## config.mk

```make
export PLATFORM = sky130hd
export DESIGN_NAME = pemb_front_flat
export DESIGN_NICKNAME = d
export VERILOG_FILES = /design/src/pemb_pkg.sv /design/src/pemb_req_if.sv /design/src/pemb_front.sv /design/src/flat_wrapper.sv
export SDC_FILE = /design/constraint.sdc
export NUM_CORES = 1
export LEC_CHECK = 0
export BUFFER_PORTS_ARGS = -buffer_cell sky130_fd_sc_hd__buf_2
export CAP_MARGIN = 20
export CORE_AREA = 2 2 85 87
export CTS_CLUSTER_DIAMETER = 100
export CTS_CLUSTER_SIZE = 12
export DETAILED_ROUTE_END_ITERATION = 8
export DIE_AREA = 0 0 87 89
export GPL_TIMING_DRIVEN = 0
export PLACE_DENSITY = 0.61
export RECOVER_POWER = 50
export SKIP_LAST_GASP = 1
export SLEW_MARGIN = 20
export SYNTH_ARGS = -nofsm -noshare
export SYNTH_HDL_FRONTEND = slang
export SYNTH_SLANG_ARGS = --single-unit
```

## constraint.sdc

```tcl
create_clock -name clk -period 3.4 [get_ports clk]
set_clock_uncertainty 0.15 [all_clocks]
set_input_delay 0.34 -clock clk [delete_from_list [all_inputs] [get_ports clk]]
set_output_delay 0.34 -clock clk [all_outputs]
set_load 0.02 [all_outputs]
```

## src/pemb_pkg.sv

```systemverilog
package pemb_pkg;

	localparam int AtomW  = 6;
	localparam int CountW = 7;
	localparam int MaskW  = 64;
	localparam int QDepth = 2;

	localparam int MinAtomsBeyond = 5;
	localparam int MinAtoms14     = 4;
	localparam int MinAtoms13     = 3;

	typedef enum logic [1:0] {
		FUNC_ANGLE    = 2'd0,
		FUNC_DIHEDRAL = 2'd1,
		FUNC_QUERY    = 2'd2,
		FUNC_CLEAR    = 2'd3
	} func_t;

	typedef enum logic [1:0] {
		MODE_BEYOND = 2'd0,
		MODE_14     = 2'd1,
		MODE_13     = 2'd2,
		MODE_ALL    = 2'd3
	} mode_t;

	typedef enum logic [1:0] {
		STAT_OK    = 2'd0,
		STAT_FULL  = 2'd1,
		STAT_RANGE = 2'd2,
		STAT_RSVD  = 2'd3
	} status_t;

	localparam logic CFG_PAIR_MODE  = 1'b0;
	localparam logic CFG_ATOM_COUNT = 1'b1;

	// One classified item as it travels from the front end to the back end.
	typedef struct packed {
		func_t            func;
		logic [AtomW-1:0] a;
		logic [AtomW-1:0] b;
		logic [AtomW-1:0] c;
		logic [AtomW-1:0] d;
		logic             range_err;
	} cmd_t;

	function automatic logic [MaskW-1:0] atom_bit(input logic [AtomW-1:0] idx);
		atom_bit = MaskW'(1) << idx;
	endfunction

	// Bits strictly above the given atom.
	function automatic logic [MaskW-1:0] above_mask(input logic [AtomW-1:0] idx);
		above_mask = ({MaskW{1'b1}} << idx) << 1;
	endfunction

endpackage

```

## src/pemb_req_if.sv

```systemverilog
interface pemb_req_if;
	logic                    valid;
	logic                    ready;
	logic [1:0]              func;
	logic [pemb_pkg::AtomW-1:0] atom_a;
	logic [pemb_pkg::AtomW-1:0] atom_b;
	logic [pemb_pkg::AtomW-1:0] atom_c;
	logic [pemb_pkg::AtomW-1:0] atom_d;

	modport source (output valid, func, atom_a, atom_b, atom_c, atom_d, input ready);
	modport sink (input valid, func, atom_a, atom_b, atom_c, atom_d, output ready);
endinterface

```

## src/pemb_front.sv

```systemverilog
module pemb_front (
	input  logic                        clk,
	input  logic                        arst_n,
	pemb_req_if.sink                    req,
	input  logic [pemb_pkg::CountW-1:0] n_eff,
	output pemb_pkg::cmd_t              cmd,
	output logic                        cmd_valid,
	input  logic                        cmd_pop
);

	localparam int PtrW = (pemb_pkg::QDepth > 1) ? $clog2(pemb_pkg::QDepth) : 1;
	localparam int CntW = $clog2(pemb_pkg::QDepth + 1);

	pemb_pkg::cmd_t  ent_q [pemb_pkg::QDepth];
	logic [PtrW-1:0] wr_ptr_q;
	logic [PtrW-1:0] rd_ptr_q;
	logic [CntW-1:0] cnt_q;
	pemb_pkg::cmd_t  cls;
	logic            push;
	logic            a_bad, b_bad, c_bad, d_bad;

	// An index is out of range when it reaches the effective atom count.
	assign a_bad = {1'b0, req.atom_a} >= n_eff;
	assign b_bad = {1'b0, req.atom_b} >= n_eff;
	assign c_bad = {1'b0, req.atom_c} >= n_eff;
	assign d_bad = {1'b0, req.atom_d} >= n_eff;

	always_comb begin
		cls.func = pemb_pkg::func_t'(req.func);
		cls.a    = req.atom_a;
		cls.b    = req.atom_b;
		cls.c    = req.atom_c;
		cls.d    = req.atom_d;
		unique case (pemb_pkg::func_t'(req.func))
			pemb_pkg::FUNC_ANGLE:    cls.range_err = a_bad | b_bad | c_bad;
			pemb_pkg::FUNC_DIHEDRAL: cls.range_err = a_bad | b_bad | c_bad | d_bad;
			pemb_pkg::FUNC_QUERY:    cls.range_err = a_bad;
			default:                 cls.range_err = 1'b0;
		endcase
	end

	assign req.ready = cnt_q != CntW'(pemb_pkg::QDepth);
	assign push      = req.valid & req.ready;
	assign cmd_valid = cnt_q != '0;
	assign cmd       = ent_q[rd_ptr_q];

	always_ff @(posedge clk) begin
		if (push) begin
			ent_q[wr_ptr_q] <= cls;
		end
	end

	always_ff @(posedge clk or negedge arst_n) begin
		if (!arst_n) begin
			wr_ptr_q <= '0;
			rd_ptr_q <= '0;
			cnt_q    <= '0;
		end else begin
			if (push) begin
				wr_ptr_q <= (wr_ptr_q == PtrW'(pemb_pkg::QDepth - 1)) ? '0 : wr_ptr_q + 1'b1;
			end
			if (cmd_pop) begin
				rd_ptr_q <= (rd_ptr_q == PtrW'(pemb_pkg::QDepth - 1)) ? '0 : rd_ptr_q + 1'b1;
			end
			cnt_q <= cnt_q + CntW'(push) - CntW'(cmd_pop);
		end
	end

endmodule

```

## src/flat_wrapper.sv

```systemverilog
// flat-port wrapper written by rule: the top's interface ports become plain ports
module pemb_front_flat 
  (clk, arst_n, n_eff, cmd, cmd_valid, cmd_pop, req_valid, req_func, req_atom_a, req_atom_b, req_atom_c, req_atom_d, req_ready);
  pemb_req_if req_i ();
  input  logic clk;
  input  logic arst_n;
  input  logic [pemb_pkg::CountW-1:0] n_eff;
  output pemb_pkg::cmd_t cmd;
  output logic cmd_valid;
  input  logic cmd_pop;
  input wire logic [$bits(req_i.valid)-1:0] req_valid;
  input wire logic [$bits(req_i.func)-1:0] req_func;
  input wire logic [$bits(req_i.atom_a)-1:0] req_atom_a;
  input wire logic [$bits(req_i.atom_b)-1:0] req_atom_b;
  input wire logic [$bits(req_i.atom_c)-1:0] req_atom_c;
  input wire logic [$bits(req_i.atom_d)-1:0] req_atom_d;
  output wire logic [$bits(req_i.ready)-1:0] req_ready;
  assign req_i.valid = req_valid;
  assign req_i.func = req_func;
  assign req_i.atom_a = req_atom_a;
  assign req_i.atom_b = req_atom_b;
  assign req_i.atom_c = req_atom_c;
  assign req_i.atom_d = req_atom_d;
  assign req_ready = req_i.ready;
  pemb_front u_core (.clk(clk), .arst_n(arst_n), .req(req_i), .n_eff(n_eff), .cmd(cmd), .cmd_valid(cmd_valid), .cmd_pop(cmd_pop));
endmodule
```

==> flow_metrics.env, run 1 <==
export IMPL_status="complete, no violations"
export IMPL_final_util=0.495
export IMPL_cts_sinks=58
export IMPL_antenna_found_initial=0
export IMPL_wl_per_cell_um=15.7
export IMPL_yosys_warnings=0
export IMPL_cts_tree="done"
export IMPL_core_area_um2=6720
export IMPL_nFillCells=609
export IMPL_finalHoldViolations=0
export IMPL_boundaryPins=66
export IMPL_timing_fmax_mhz=406
export IMPL_cp_required_ns=2.91
export IMPL_first_global_vias=1627
export IMPL_cpLargestDelayFamily="buffers and inverters"
export IMPL_syn2layout_area_growth_pct=24.7
export IMPL_dp_hpwl_um=3730
export IMPL_synth_area_um2=2670
export IMPL_viasPerCell=4.81
export IMPL_leakagePower_nw=1.34
export IMPL_num_nets_final=310
export IMPL_synth_async_reset_ratio=0.0690
export IMPL_num_rows=30
export IMPL_p_per_area_nw_per_um2=805
export IMPL_dieArea_um2=7740
export IMPL_htreeDepth=3
export IMPL_crit_top_cell="buf_2"
export IMPL_slowest_delay_ns=0.50
export IMPL_syn_inst=169
export IMPL_synth_seq_area_share=0.645
export IMPL_holdCritPathClass="primary input to register"
export IMPL_antenna_left=0
export IMPL_drtIter0Drc=77
export IMPL_drtPass1Iterations=4
export IMPL_place_gp_congestion=0.768
export IMPL_comb_power_share=0.338
export IMPL_via_count=1597
export IMPL_die_y_um=89
export IMPL_path_class="register to primary output"
export IMPL_vdd_drop_max_uv=325
export IMPL_clock_latency_ns=0.34
export IMPL_grt_start_max_net_pins=28
export IMPL_p_sw_frac=0.318
export IMPL_cts_buffers=9
export IMPL_relSlewSlack=0.332
export IMPL_ctsResizeCount=0
export IMPL_clk_pin_slew_ns=0.06
export IMPL_synth_edf_count=54
export IMPL_antenna_cells=0
export IMPL_cts_buffer_depth=2
export IMPL_gr_usage_all_layers=0.145
export IMPL_grt_ovfl_total=0
export IMPL_port_buffers=65
export IMPL_synth_top_flop_cell="edfxtp_1"
export IMPL_crit_fanout=10
export IMPL_drc=0
export IMPL_cts_root_buf="clkbuf_8"
export IMPL_rsz0062_at_grt="false"
export IMPL_worstMarginPinSlew_ns=0.998
export IMPL_critPathBufInv=3
export IMPL_fin_cells=332
export IMPL_maxCapViolCount=0
export IMPL_syn_num_nets=232
export IMPL_grt_pass1_wl_um=8000
export IMPL_totalWireLength_um=5230
export IMPL_arrival_ns=1.97
export IMPL_p_seq_frac=0.381
export IMPL_placedCellCount=315
export IMPL_finalSetupTns_ns=0
export IMPL_drive_gt1_frac=0.333
export IMPL_period_minus_slack_ns=2.46
export IMPL_period_share=0.725
export IMPL_pwr_share_clk=0.281
export IMPL_initial_core_util=0.397
export IMPL_slowest_stage="clkbuf_1"
export IMPL_ys_ff_latch=58
export IMPL_end_kind="primary output"
export IMPL_setup_viol=0
export IMPL_die_w_um=87
export IMPL_slew_violations=0
export IMPL_switching_power_mw=0.853
export IMPL_ys_types=23
export IMPL_crit_chain="buf_2 -> clkbuf_1 -> mux2_2 -> buf_2"
export IMPL_syn_mean_instance_area_um2=15.8
export IMPL_p_int_mw=1.83
export IMPL_cp_start_kind="register"
[power by group through the flow]
stage,Sequential (mW),Combinational [mW],Clock [mW]
floorplan,1.03,0.623,0
global placement,1.04,0.897,0
detailed placement,1.04,0.937,0
CTS,1.03,0.942,0.765
global route,1.04,0.984,0.802
finish,1.02,0.905,0.752
[routing by layer]
metal,track usage,wire length (um),share of wire
met5,0,0,0
met4,0.101,115,0.022
met3,0.0323,184,0.035
met2,0.237,2630,0.50
met1,0.171,2300,0.44
[Yosys cell counts, types with 2 or more instances]
master / n / area share
edfxtp_1: 54 / 0.61
mux2_2: 27 / 0.11
ha_1: 26 / 0.12
inv_1: 12 / 0.017
a21oi_1: 9 / 0.017
nand2_1: 6 / 0.0084
dfrtp_1: 4 / 0.038
nor2b_1: 4 / 0.0094
o21ai_0: 4 / 0.0075
buf_2: 3 / 0.0056
nand4_1: 3 / 0.0070
xnor2_1: 3 / 0.0099
a21o_1: 2 / 0.0056
nand3_1: 2 / 0.0038
nor2_1: 2 / 0.0028
[cell type report]
type / count / area, um^2 / share of cell area
repair buffers: 67 / 327 / 0.0982
clock inverters: 6 / 105 / 0.0316
inverters: 12 / 45.0 / 0.0135
flip-flops and latches: 58 / 1720 / 0.517
plain buffers: 3 / 13.8 / 0.00414
clock buffers: 10 / 128 / 0.0384
well taps: 80 / 100 / 0.0301
multi-input cells: 96 / 887 / 0.267
[logic make-up after synthesis]
group,synth area share
flops,0.645
xor+xnor,0.0131
fa+ha+maj,0.122
compound gates,0.0413
buf+inv,0.0225
simple gates,0.0417
mux,0.114
[metrics by stage]
step           hold WS, ns  area (um^2)  total power [mW]  setup WS (ns)
6_report            0.0668         3330              2.68          0.935
5_1_grt             0.0698         3330              2.82          0.805
4_1_cts             0.0446         3370              2.73           1.07
3_5_place_dp      0.000862         3130              1.98           1.29
3_3_place_gp       0.00136         3090              1.94          0.280
2_1_floorplan       -0.106         2670              1.65          0.962
[sequential cells by signal, summed over array words and instances (netlist names)]
signal	flops
u_core.ent_q	54
u_core.cnt_q	2
u_core.rd_ptr_q	1
u_core.wr_ptr_q	1
[final timing paths]
kind                                                 endpoint  cells after the start                         from  slack [ns]
worst max-delay path                                  cmd[20]                      4  u_core.rd_ptr_q$_DFFE_PN0P_        0.94
worst max register to register  u_core.ent_q[0][10]$_DFFE_PP_                      4    u_core.cnt_q[1]$_DFF_PN0_        1.31
worst min-delay path              u_core.rd_ptr_q$_DFFE_PN0P_                      2                      cmd_pop        0.07
min in group asynchronous           u_core.cnt_q[0]$_DFF_PN0_                      2                       arst_n        0.21
worst min register to register    u_core.wr_ptr_q$_DFFE_PN0P_                      1  u_core.wr_ptr_q$_DFFE_PN0P_        0.36
max in group asynchronous         u_core.wr_ptr_q$_DFFE_PN0P_                      2                       arst_n        2.69
[cells in the final DEF (no fill, tap or decap)]
| cell type | n |
|---|---|
| dlygate4sd3_1 | 1 |
| nand4b_1 | 1 |
| nand2_1 | 6 |
| dfrtp_1 | 4 |
| bufinv_16 | 3 |
| xnor2_1 | 3 |
| xor2_1 | 1 |
| nand3_1 | 2 |
| or2_2 | 1 |
| clkinv_2 | 3 |
| ha_1 | 26 |
| edfxtp_1 | 54 |
| o21ai_0 | 4 |
| clkbuf_8 | 9 |
| and3_2 | 1 |
| buf_16 | 1 |
| nor2b_1 | 4 |
| a211o_1 | 1 |
| mux2_2 | 27 |
| clkbuf_1 | 31 |
| a211oi_2 | 1 |
| inv_1 | 12 |
| nand2b_1 | 1 |
| nand4_1 | 3 |
| buf_2 | 38 |
| a21o_1 | 2 |
| a21oi_1 | 9 |
| nor2_1 | 2 |
| a221oi_1 | 1 |
[repair_timing]
item | 4_1_cts | 5_1_grt
hold buffers | 1 | 0
endpoints found under the setup margin | 0 | 0
setup buffers | 0 | 0
hold endpoints to repair | 4 | 0
No activity file was read; power rests on OpenSTA's default activity.
==> run 2: changes to the inputs <==
--- a/config.mk
+++ b/config.mk
@@ -5,15 +5,16 @@
 export SDC_FILE = /design/constraint.sdc
 export NUM_CORES = 1
 export LEC_CHECK = 0
+export ABC_AREA = 1
 export BUFFER_PORTS_ARGS = -buffer_cell sky130_fd_sc_hd__buf_2
 export CAP_MARGIN = 20
-export CORE_AREA = 2 2 85 87
+export CORE_AREA = 2 2 88 90
 export CTS_CLUSTER_DIAMETER = 100
 export CTS_CLUSTER_SIZE = 12
 export DETAILED_ROUTE_END_ITERATION = 8
-export DIE_AREA = 0 0 87 89
+export DIE_AREA = 0 0 90 92
 export GPL_TIMING_DRIVEN = 0
-export PLACE_DENSITY = 0.61
+export PLACE_DENSITY = 0.6
 export RECOVER_POWER = 50
 export SKIP_LAST_GASP = 1
 export SLEW_MARGIN = 20
==> constraint.sdc (replaced) <==
create_clock -name clk -period 2.4 [get_ports clk]
set_clock_uncertainty 0.15 [all_clocks]
set_input_delay 0.24 -clock clk [delete_from_list [all_inputs] [get_ports clk]]
set_output_delay 0.24 -clock clk [all_outputs]
set_load 0.02 [all_outputs]
==> run 2 against run 1 <==
Against the previous run: die area grew 6.9%; sequential share of layout area decreased by 6.7 points; hold slack improved by 0.032 ns; combinational power rose by 71%; synthesized cell count is 25% higher; via count grew 16%; final cell count rose by 28%; critical path depth up 5; clock power grew 14%; critical path type is now primary input to register.
==> flow_metrics.env, run 2 <==
export IMPL_p_per_area_nw_per_um2=1010
export IMPL_maxCapViolCount=0
export IMPL_drive_gt1_frac=0.273
export IMPL_first_global_vias=1844
export IMPL_yosys_warnings=0
export IMPL_p_sw_frac=0.331
export IMPL_placedCellCount=380
export IMPL_place_gp_congestion=0.717
export IMPL_final_common_cell="edfxtp_1"
export IMPL_crit_top_cell="nand2_1"
export IMPL_synth_common_cells="edfxtp_1, nand2_1, ha_1"
export IMPL_worstMarginPinSlew_ns=0.765
export IMPL_crit_fanout=3
export IMPL_wl_met3_um=275
export IMPL_mostFrequentLayoutCells="edfxtp_1, nand2_1, buf_2"
export IMPL_core_area_um2=7450
export IMPL_end_kind="register"
export IMPL_drtPass1Iterations=4
export IMPL_fin_cells=424
export IMPL_port_buffers=65
export IMPL_largest_register="u_core.ent_q"
export IMPL_syn_inst=211
export IMPL_syn2layout_area_growth_pct=32.7
export IMPL_dp_hpwl_um=3990
export IMPL_reg_top3="u_core.ent_q x54, u_core.cnt_q x2"
export IMPL_cts_tree="done"
export IMPL_htreeDepth=3
export IMPL_clock_latency_ns=0.34
export IMPL_viasPerCell=4.38
export IMPL_num_nets_final=380
export IMPL_slew_violations=0
export IMPL_relSlewSlack=0.489
export IMPL_num_rows=32
export IMPL_synth_area_um2=2880
export IMPL_drtIter0Drc=42
export IMPL_routed_top_layer="met4"
export IMPL_hold_buffers=28
export IMPL_die_y_um=92
export IMPL_holdCritPathClass="primary input to asynchronous set/reset pin"
export IMPL_antenna_cells=0
export IMPL_finalHoldViolations=0
export IMPL_pwr_share_clk=0.222
export IMPL_synth_top_flop_cell="edfxtp_1"
export IMPL_arrival_ns=1.86
export IMPL_crit_path_start="req_atom_a[2]"
export IMPL_critPathBufInv=2
export IMPL_cts_root_buf="clkbuf_8"
export IMPL_cpLargestDelayFamily="buffers and inverters"
export IMPL_syn_num_nets=274
export IMPL_via_count=1856
export IMPL_synthTopCellsByArea="edfxtp_1, ha_1, mux2_4, nand2_1, dfrtp_1"
export IMPL_synth_top_cell_area_share=0.563
export IMPL_totalWireLength_um=5440
export IMPL_dieArea_um2=8280
export IMPL_setup_viol=0
export IMPL_status="complete, no violations"
export IMPL_cts_sinks=58
export IMPL_synth_largest_area_cell="edfxtp_1"
export IMPL_largest_reg_flops=54
export IMPL_antenna_found_initial=0
export IMPL_syn_mean_instance_area_um2=13.7
export IMPL_slowest_delay_ns=0.53
export IMPL_p_seq_frac=0.377
export IMPL_boundaryPins=66
export IMPL_slowest_stage="dlygate4sd3_1"
export IMPL_finalSetupTns_ns=0
export IMPL_synth_async_reset_ratio=0.0690
export IMPL_r2r_start="u_core.cnt_q[1]$_DFF_PN0_"
export IMPL_ctsResizeCount=0
export IMPL_met2_length_um=2560
export IMPL_leakagePower_nw=1.65
export IMPL_grt_pass1_wl_um=8610
export IMPL_cp_start_kind="primary input"
export IMPL_p_int_mw=2.58
export IMPL_ys_ff_latch=58
export IMPL_final_util=0.513
export IMPL_post_cts_buffers=0
export IMPL_cts_buffer_depth=2
export IMPL_nFillCells=694
export IMPL_grt_start_max_net_pins=18
export IMPL_die_w_um=90
export IMPL_antenna_left=0
export IMPL_synth_seq_area_share=0.597
export IMPL_cts_buffers=9
export IMPL_initial_core_util=0.387
export IMPL_clk_pin_slew_ns=0.07
export IMPL_synth_edf_count=54
export IMPL_gr_usage_all_layers=0.140
export IMPL_cp_required_ns=2.34
export IMPL_period_share=0.800
export IMPL_drc=0
export IMPL_hold_ws_ns=0.0991
export IMPL_period_minus_slack_ns=1.92
export IMPL_synth_most_common_cell="edfxtp_1"
export IMPL_timing_fmax_mhz=521
export IMPL_path_class="primary input to register"
export IMPL_comb_power_share=0.401
export IMPL_crit_chain="dlygate4sd3_1 -> clkbuf_1 -> ha_1 -> a21oi_1 -> o21ai_0 -> a21oi_1 -> nand2_1 -> nand2_1 -> nand2_1"
export IMPL_rsz0062_at_grt="false"
export IMPL_met1Wirelength_um=2480
export IMPL_wl_per_cell_um=12.8
export IMPL_vdd_drop_max_uv=424
export IMPL_grt_ovfl_total=0
export IMPL_switching_power_mw=1.27
export IMPL_ys_types=20
==> run 2: kinds of logic after synthesis <==
group / after synthesis / synth area share
XOR/XNOR: 3 / 0.00912
flip-flops: 58 / 0.597
AO/OA/AOI/OAI: 7 / 0.0122
buffers and inverters: 28 / 0.0504
multiplexers: 27 / 0.130
adder cells (fa/ha/maj): 26 / 0.113
AND/OR/NAND/NOR: 62 / 0.0877
==> run 2: final cells by class <==
class | count | area, um^2 | area share
Inverter | 25 | 93.8 | 0.0245
Sequential cell | 58 | 1720 | 0.450
Timing Repair Buffer | 95 | 624 | 0.163
Clock inverter | 6 | 57.6 | 0.0151
Tap cell | 102 | 128 | 0.0334
Multi-Input combinational cell | 125 | 1020 | 0.267
Buffer | 3 | 51.3 | 0.0134
Clock buffer | 10 | 128 | 0.0334
==> run 2: path summary, 6_finish.rpt <==
check	endpoint	slack (ns)	cells after the start
worst max register to register	u_core.ent_q[1][14]$_DFFE_PP_	0.50	4
min in group clk	u_core.cnt_q[0]$_DFF_PN0_	0.19	4
worst min register to register	u_core.wr_ptr_q$_DFFE_PN0P_	0.42	2
worst min-delay path	u_core.cnt_q[1]$_DFF_PN0_	0.1	2
max in group asynchronous	u_core.rd_ptr_q$_DFFE_PN0P_	1.81	2
worst max-delay path	u_core.ent_q[1][0]$_DFFE_PP_	0.48	9
==> run 2: worst reg2reg max path: stages (launching register included) <==
cell     delay [ns]
dfrtp_1        0.40
nand2_1        0.09
nand2_1        0.10
nor2_2         0.60
buf_16         0.24
==> run 2: metal layers <==
layer / GRT usage / up-vias
li1: - / 947
met5: 0 / -
met1: 0.162 / 851
met4: 0.0731 / 0
met3: 0.0435 / 10
met2: 0.233 / 48
==> run 2: through the flow <==
| step | instance area (um^2) | worst slack, ns | total power [mW] |
|---|---|---|---|
| floorplan | 2890 | 0.394 | 2.55 |
| global placement | 3340 | 0.0756 | 2.93 |
| detailed placement | 3400 | 0.592 | 3.04 |
| CTS | 3870 | 0.478 | 3.93 |
| global route | 3820 | 0.318 | 4.06 |
| finish | 3820 | 0.479 | 3.85 |
==> run 2: power by group through the flow <==
stage | combinational (mW) | clock, mW | sequential, mW
2_1_floorplan | 1.09 | 0 | 1.46
3_3_place_gp | 1.46 | 0 | 1.47
3_5_place_dp | 1.56 | 0 | 1.48
4_1_cts | 1.60 | 0.878 | 1.45
5_1_grt | 1.66 | 0.922 | 1.47
6_report | 1.55 | 0.855 | 1.45
